<file path="src/rtl/core/arfc_pkg.sv">
package arfc_pkg;

  localparam int PAYLOAD_DEPTH = 64;
  localparam int CNT_W = 7;
  localparam int IDX_W = 6;

  localparam logic [7:0] CH_QUOTE  = 8'h22;
  localparam logic [7:0] CH_COLON  = 8'h3A;
  localparam logic [7:0] CH_LBRACE = 8'h7B;
  localparam logic [7:0] CH_RBRACE = 8'h7D;
  localparam logic [7:0] CH_PLUS   = 8'h2B;
  localparam logic [7:0] CH_LF     = 8'h0A;
  localparam logic [7:0] CH_O      = 8'h4F;
  localparam logic [7:0] CH_N      = 8'h4E;
  localparam logic [7:0] CH_E      = 8'h45;
  localparam logic [7:0] CH_C      = 8'h43;
  localparam logic [7:0] CH_T      = 8'h54;
  localparam logic [7:0] CH_I      = 8'h49;

  localparam int PREFIX_LEN = 10;

  localparam logic [7:0] PREFIX_A [PREFIX_LEN] = '{
    CH_QUOTE, 8'h70, 8'h61, 8'h72, 8'h61, 8'h6D, 8'h73, CH_QUOTE, CH_COLON, CH_LBRACE
  };
  localparam logic [7:0] PREFIX_B [PREFIX_LEN] = '{
    CH_PLUS, 8'h54, 8'h43, 8'h4D, 8'h51, 8'h54, 8'h54, 8'h52, 8'h45, 8'h43
  };

  typedef enum logic [4:0] {
    ST_IDLE    = 5'd0,
    ST_P1      = 5'd1,
    ST_P2      = 5'd2,
    ST_P3      = 5'd3,
    ST_P4      = 5'd4,
    ST_P5      = 5'd5,
    ST_P6      = 5'd6,
    ST_P7      = 5'd7,
    ST_P8      = 5'd8,
    ST_P9      = 5'd9,
    ST_PAYLOAD = 5'd10,
    ST_S11     = 5'd11,
    ST_S12     = 5'd12,
    ST_S13     = 5'd13,
    ST_S14     = 5'd14,
    ST_S15     = 5'd15,
    ST_S16     = 5'd16,
    ST_S17     = 5'd17,
    ST_S18     = 5'd18
  } state_t;

  typedef struct packed {
    logic       mode;
    logic [7:0] rx_byte;
  } item_t;

  typedef struct packed {
    logic             store_valid;
    logic [IDX_W-1:0] store_index;
    logic [7:0]       store_byte;
    logic             frame_done;
    logic [CNT_W-1:0] frame_length;
    logic             frame_dropped;
    logic             overflow;
  } result_t;

  function automatic logic prefix_accepts(logic [3:0] pos, logic [7:0] b);
    logic hit;
    hit = 1'b0;
    if (pos < 4'(PREFIX_LEN)) begin
      hit = (b == PREFIX_A[pos]) || (b == PREFIX_B[pos]);
      if (pos == 4'd7) hit = hit || (b == CH_C) || (b == CH_COLON);
      if (pos == 4'd8) hit = hit || (b == CH_O);
      if (pos == 4'd9) hit = hit || (b == CH_N);
    end
    return hit;
  endfunction

endpackage

</file>
<file path="src/rtl/core/arfc_in_stage.sv">
module arfc_in_stage import arfc_pkg::*; (
  input  logic  clk,
  input  logic  rst_n,
  input  logic  in_valid,
  output logic  in_ready,
  input  item_t in_item,
  input  logic  advance,
  output logic  item_valid,
  output item_t item
);

  logic  valid_r;
  logic  valid_nxt;
  item_t item_r;

  // Take a new request whenever the held one is empty or moves on this cycle.
  assign in_ready = !valid_r || advance;
  assign valid_nxt = in_ready ? in_valid : valid_r;

  always_ff @(posedge clk) begin
    if (!rst_n) begin
      valid_r <= 1'b0;
    end else begin
      valid_r <= valid_nxt;
    end
  end

  always_ff @(posedge clk) begin
    if (in_valid && in_ready) begin
      item_r <= in_item;
    end
  end

  assign item_valid = valid_r;
  assign item = item_r;

endmodule

</file>
<file path="src/rtl/core/arfc_matcher.sv">
module arfc_matcher import arfc_pkg::*; (
  input  logic    clk,
  input  logic    rst_n,
  input  logic    step,
  input  item_t   item,
  output result_t res
);

  state_t           state_r, state_nxt;
  logic             pend_r, pend_nxt;
  logic [CNT_W-1:0] count_r, count_nxt;

  always_ff @(posedge clk) begin
    if (!rst_n) begin
      state_r <= ST_IDLE;
      pend_r  <= 1'b0;
      count_r <= '0;
    end else if (step) begin
      state_r <= state_nxt;
      pend_r  <= pend_nxt;
      count_r <= count_nxt;
    end
  end

  always_comb begin
    logic [CNT_W-1:0] cnt_upd;
    logic             is_end;
    state_nxt = state_r;
    pend_nxt  = pend_r;
    count_nxt = count_r;
    cnt_upd   = count_r;
    is_end    = (item.rx_byte == CH_RBRACE) || (item.rx_byte == CH_LF);
    res       = '0;
    if (item.mode) begin
      pend_nxt = 1'b0;
    end else if (state_r < ST_PAYLOAD) begin
      if (prefix_accepts(state_r[3:0], item.rx_byte)) begin
        state_nxt = state_t'(state_r + 5'd1);
      end else begin
        state_nxt = ST_IDLE;
        count_nxt = '0;
      end
    end else if (state_r == ST_PAYLOAD) begin
      if (pend_r) begin
        // drop the frame: consumer never took the last one
        pend_nxt          = 1'b0;
        res.frame_dropped = 1'b1;
        state_nxt         = ST_IDLE;
        count_nxt         = '0;
      end else begin
        if (count_r < CNT_W'(PAYLOAD_DEPTH)) begin
          res.store_valid = 1'b1;
          res.store_index = count_r[IDX_W-1:0];
          res.store_byte  = item.rx_byte;
          cnt_upd         = count_r + 1'b1;
        end else begin
          res.overflow = 1'b1;
        end
        count_nxt = cnt_upd;
        if (is_end) begin
          pend_nxt         = 1'b1;
          res.frame_done   = 1'b1;
          res.frame_length = cnt_upd;
          state_nxt        = ST_IDLE;
          count_nxt        = '0;
        end else if ((item.rx_byte == CH_O) || (item.rx_byte == CH_N)) begin
          state_nxt = ST_S11;
        end
      end
    end else begin
      // status sub-matcher: advance on a hit, otherwise back to idle
      state_nxt = ST_IDLE;
      unique case (state_r)
        ST_S11: if ((item.rx_byte == CH_N) || (item.rx_byte == CH_COLON)) state_nxt = ST_S12;
        ST_S12: if ((item.rx_byte == CH_N) || (item.rx_byte == CH_O)) state_nxt = ST_S13;
        ST_S13: if (item.rx_byte == CH_E) state_nxt = ST_S14;
        ST_S14: if (item.rx_byte == CH_C) state_nxt = ST_S15;
        ST_S15: if (item.rx_byte == CH_T) state_nxt = ST_S16;
        ST_S16: if (item.rx_byte == CH_I) state_nxt = ST_S17;
        ST_S17: if (item.rx_byte == CH_N) state_nxt = ST_S18;
        default: state_nxt = ST_IDLE;
      endcase
      if (state_nxt == ST_IDLE) count_nxt = '0;
    end
  end

  a_count_bound: assert property (@(posedge clk) disable iff (!rst_n)
    count_r <= CNT_W'(PAYLOAD_DEPTH))
    else $error("byte count above buffer depth");

  a_done_sets_pending: assert property (@(posedge clk) disable iff (!rst_n)
    step && res.frame_done |=> pend_r && (state_r == ST_IDLE) && (count_r == '0))
    else $error("closed frame did not leave pending idle state");

  a_drop_goes_idle: assert property (@(posedge clk) disable iff (!rst_n)
    step && res.frame_dropped |=> !pend_r && (state_r == ST_IDLE) && (count_r == '0))
    else $error("dropped frame did not return to idle");

  a_store_exclusive: assert property (@(posedge clk) disable iff (!rst_n)
    res.store_valid |-> !res.frame_dropped && !res.overflow && (state_r == ST_PAYLOAD))
    else $error("store outside payload state or with drop/overflow");

endmodule

</file>
<file path="src/rtl/core/at_reply_frame_catcher.sv">
// Byte-serial catcher for cloud reply frames. Each request is either a received
// UART byte (in_mode 0) or a notice that the pending frame was consumed (in_mode 1),
// and each request yields exactly one result. One request per clock is sustained
// while out_ready keeps the result register free; a request is loaded first into
// the input register and then into the result register, and the matcher state
// advances as the request moves into the result register. Payload
// bytes come out with their index for an external buffer of PAYLOAD_DEPTH bytes;
// a closing brace or line feed reports the frame length and marks the frame
// pending until consumed.
module at_reply_frame_catcher import arfc_pkg::*; (
  input  logic                clk,
  input  logic                rst_n,
  input  logic                in_valid,
  output logic                in_ready,
  input  logic                in_mode,
  input  logic [7:0]          in_rx_byte,
  output logic                out_valid,
  input  logic                out_ready,
  output logic                out_store_valid,
  output logic [IDX_W-1:0]    out_store_index,
  output logic [7:0]          out_store_byte,
  output logic                out_frame_done,
  output logic [CNT_W-1:0]    out_frame_length,
  output logic                out_frame_dropped,
  output logic                out_overflow
);

  logic    advance;
  logic    item_valid;
  item_t   in_item;
  item_t   item;
  result_t res;
  logic    step;
  logic    out_valid_r, out_valid_nxt;
  result_t res_r;

  assign in_item.mode    = in_mode;
  assign in_item.rx_byte = in_rx_byte;

  // Result register frees up when empty or taken this cycle.
  assign advance = !out_valid_r || out_ready;
  assign step    = item_valid && advance;

  arfc_in_stage u_in (
    .clk        (clk),
    .rst_n      (rst_n),
    .in_valid   (in_valid),
    .in_ready   (in_ready),
    .in_item    (in_item),
    .advance    (advance),
    .item_valid (item_valid),
    .item       (item)
  );

  arfc_matcher u_match (
    .clk   (clk),
    .rst_n (rst_n),
    .step  (step),
    .item  (item),
    .res   (res)
  );

  assign out_valid_nxt = advance ? item_valid : out_valid_r;

  always_ff @(posedge clk) begin
    if (!rst_n) begin
      out_valid_r <= 1'b0;
    end else begin
      out_valid_r <= out_valid_nxt;
    end
  end

  always_ff @(posedge clk) begin
    if (step) begin
      res_r <= res;
    end
  end

  assign out_valid         = out_valid_r;
  assign out_store_valid   = res_r.store_valid;
  assign out_store_index   = res_r.store_index;
  assign out_store_byte    = res_r.store_byte;
  assign out_frame_done    = res_r.frame_done;
  assign out_frame_length  = res_r.frame_length;
  assign out_frame_dropped = res_r.frame_dropped;
  assign out_overflow      = res_r.overflow;

  a_no_loss: assert property (@(posedge clk) disable iff (!rst_n)
    out_valid_r && !out_ready |=> out_valid_r)
    else $error("held result lost");

  a_step_fills: assert property (@(posedge clk) disable iff (!rst_n)
    step |=> out_valid_r)
    else $error("processed request produced no result");

  a_ready_when_flowing: assert property (@(posedge clk) disable iff (!rst_n)
    advance |-> in_ready)
    else $error("input stalled while result side is free");

endmodule

</file>
<file path="config.mk">
export PLATFORM = sky130hd
export DESIGN_NAME = at_reply_frame_catcher
export DESIGN_NICKNAME = d
export VERILOG_FILES = /design/src/rtl/core/arfc_pkg.sv /design/src/rtl/core/arfc_in_stage.sv /design/src/rtl/core/arfc_matcher.sv /design/src/rtl/core/at_reply_frame_catcher.sv
export SDC_FILE = /design/constraint.sdc
export NUM_CORES = 1
export LEC_CHECK = 0
export ABC_AREA = 1
export BUFFER_PORTS_ARGS = -buffer_cell sky130_fd_sc_hd__buf_4
export CAP_MARGIN = 10
export CORE_MARGIN = 3
export CORE_UTILIZATION = 30
export CTS_BUF_LIST = sky130_fd_sc_hd__clkbuf_4
export CTS_CLUSTER_DIAMETER = 100
export CTS_CLUSTER_SIZE = 14
export DETAILED_ROUTE_END_ITERATION = 16
export GPL_ROUTABILITY_DRIVEN = 0
export GPL_TIMING_DRIVEN = 0
export PLACE_DENSITY_LB_ADDON = 0.08
export SLEW_MARGIN = 20
export SYNTH_ARGS = -nofsm -noshare
export SYNTH_HDL_FRONTEND = slang
export SYNTH_SLANG_ARGS = --single-unit
</file>
<file path="constraint.sdc">
create_clock -name clk -period 2.06 [get_ports clk]
set_input_delay 0.412 -clock clk [delete_from_list [all_inputs] [get_ports clk]]
set_output_delay 0.412 -clock clk [all_outputs]
set_load 0.02 [all_outputs]
</file>
==> metrics <==
status=completed; Clock Pin Slew Worst Setup and Hold Paths=0.14 ns; LEAKAGE=1.657 nW; #FFs+latches synth=49; Post-synth ARST share=0%; MaxCap Viol Count=0; via count=2,515; Worst EP arrival=2.35 ns; min cycle time layout=2.040 ns; RR Startpoint=u_match.state_r[0]; Max Slew Vio Count=0; initial DRC count=116; Pwr Density=567.7 nW/µm²; Buffers on Ports=39; Seq/Total Area, Yosys=45.67%; global route overflow=0; CP Capture Type=register; top-count cell post-synth=nand2_1; core area=9284 µm²; commonest cells in the netlist=nand2_1, nor2_1, inv_1; WS Path Type=reg2reg; Synth cell types=30; drt wl/cell=12.68 µm; r2r setup slk=0.02 ns; sequential share of power=54.9%; # setup viols final=0; top cell type's share of synthesized area=35.29%; vias per cell=4.443; Startpoint Class=register; CP required=2.38 ns; final wirelength=7.176 mm; Fmax=490.3 MHz; number of global-route vias before repair=2,444; hpwl dp=5.487 mm; number of synthesized flops with an enable pin=34; Area Overhead vs Synth=25.48%; initial core utilization=31.16%; # hold bufs at CTS=0; Non-Filler Instances=566; Die Ht=104.2 µm; Worst Skew=0.01000 ns; VDD IR max=188.1 µV; DRT Pass-1 Iters=4; Hold WC Path Type=in2reg; Placed Cells=540; Post-Syn Area=2893 µm²; TritonCTS clock tree=done; Worst Tran Pin Value=0.9331 ns; Power Total=0.002060 W; r2r endpoint=u_match.count_r[3]; Remaining DRCs=0; clock sink count=49; max_slew headroom=37.73%; RSZ-0062 raised after global routing=yes; root buf cell=clkbuf_4; Max FO, Critical Path=5; largest cells by area after synthesis=edfxtp_1, nand2_1, dfxtp_1; antenna violations before repair=0; Die Area=10,860 µm²; row count=35; io pins=40; CTS buffer count=5; H-Tree Depth=2; worst hold endpoint=u_in.item[8]; Nets=455; endpoints failing hold=0; total track usage=13.53%; Hold Crit Start=in_mode; syn nets=391; die width=104.2 µm; Most used DFF post-synth=edfxtp_1; Avg Cell Area, Syn=7.776 µm²; final worst-path cycle share=99.01%; Post-Synthesis Cells=372; Ant. Diodes=0; fraction of layout cells with a size suffix above 1=25.63%; Int Pwr=0.001487 W; Comb pwr share=17.5%; Sw Pwr=0.0005731 W; clk buf depth=2; worst r2r path cells=16; YS warnings=0; DRT antenna net count=0; Synth area leader=edfxtp_1; largest net degree at the start of global routing=26; Worst-Skew Late Latency=0.37 ns; first-pass GRT wire length=11.98 mm; hold depth=1; switching part of the total=27.81%; Clk pwr share=27.6%
==> power groups by stage <==
stage	Combinational, W	Clock [W]	Sequential [W]
2_1_floorplan	0.000196	0	0.00117
3_3_place_gp	0.000322	0	0.00116
3_5_place_dp	0.000323	0	0.00116
4_1_cts	0.000341	0.000589	0.00113
5_1_grt	0.000407	0.000625	0.00114
6_report	0.000360	0.000569	0.00113
==> routing by layer <==
layer | part of all wire, % | GRT usage [%] | vias up
met3 | 4.0 | 2.545 | 7
met4 | 1.2 | 3.894 | 0
met2 | 51 | 24.14 | 37
li1 | - | - | 1333
met1 | 44 | 16.56 | 1138
met5 | 0 | 0 | -
==> cells in the final DEF, fill, tap and decap left out, types with 3 or more instances in the layout <==
master,count
clkbuf_4,5
inv_2,8
buf_4,56
nand2_4,3
inv_1,42
xor2_1,6
nand3_2,4
nand3_1,27
nand2_1,87
nor2_4,3
edfxtp_1,34
ha_1,5
nand4_1,12
nor3_1,9
a21oi_2,3
nand2_2,7
o21ai_0,8
a21oi_1,11
buf_6,5
dfxtp_1,13
inv_4,3
nor2_1,65
==> layout make-up <==
type | instances | area, µm²
fill | 1001 | 5654
clock buffer | 5 | 37.54
tap | 129 | 161.4
sequential | 49 | 1326
clock inverter | 3 | 41.29
inverter | 54 | 214.0
multi-input combinational | 263 | 1364
buffer | 6 | 53.80
timing repair buffer | 57 | 431.7
==> worst max-delay path by stage <==
stage                               endpoint  depth (start not counted)          startpoint
after floorplan           u_match.count_r[2]                         17  u_match.state_r[0]
after global placement    u_match.count_r[2]                         18  u_match.state_r[0]
after detailed placement  u_match.count_r[2]                         18  u_match.state_r[0]
after CTS                 u_match.count_r[2]                         16  u_match.state_r[0]
after global routing      u_match.count_r[3]                         17  u_match.state_r[0]
final                     u_match.count_r[3]                         16  u_match.state_r[0]
==> state kept, by name (all words and copies together), names as in the netlist, 5 cells and up <==
name / count
u_match.count_r: 7
u_in.item: 9
u_match.state_r: 5
out_store_byte: 8
out_frame_length: 7
out_store_index: 6
==> metrics by stage <==
| step | utilization (%) | TNS (ns) | hold WS (ns) | setup slack [ns] | instance area (µm²) |
|---|---|---|---|---|---|
| CTS | 37.84 | 0 | 0.1963 | 0.003600 | 3513 |
| floorplan | - | 0 | 0.5027 | 0.1175 | 2893 |
| detailed placement | 36.05 | -3.018 | 0.5004 | -0.3362 | 3347 |
| global route | 39.10 | -1.507 | 0.1886 | -0.1764 | 3630 |
| global placement | 36.05 | -2.874 | 0.4955 | -0.3162 | 3347 |
| finish | 39.10 | 0 | 0.2124 | 0.02035 | 3630 |
==> critical path, cell delays in order, from the launching register on <==
cell and delay (ns):
dfxtp_4 0.39, ha_1 0.24, nand2_2 0.08, nor2_1 0.04, ha_1 0.19, nand2_1 0.07, nor2_1 0.04, nand4_1 0.11
nand3_2 0.10, nor2_1 0.11, nand2_1 0.07, nand2_2 0.11, nand3_4 0.10, buf_6 0.16, nand2_2 0.04, nand2_1 0.04
nor2_1 0.10
==> cell families after synthesis <==
kind of cell | count (synthesis) | share of synthesized area (%)
compound gates | 24 | 4.369
simple gates | 226 | 36.29
fa+ha+maj | 6 | 2.595
buf+inv | 60 | 8.953
xor+xnor | 7 | 2.119
flops | 49 | 45.67
==> what timing repair did <==
action                     CTS  global route
resized for setup           12            13
setup endpoints to repair   16            28
pin swaps                    1             6
cloned                       1             0
setup buffers                6            11
hold endpoints to repair     0             0
(Power assumes the default switching activity.)
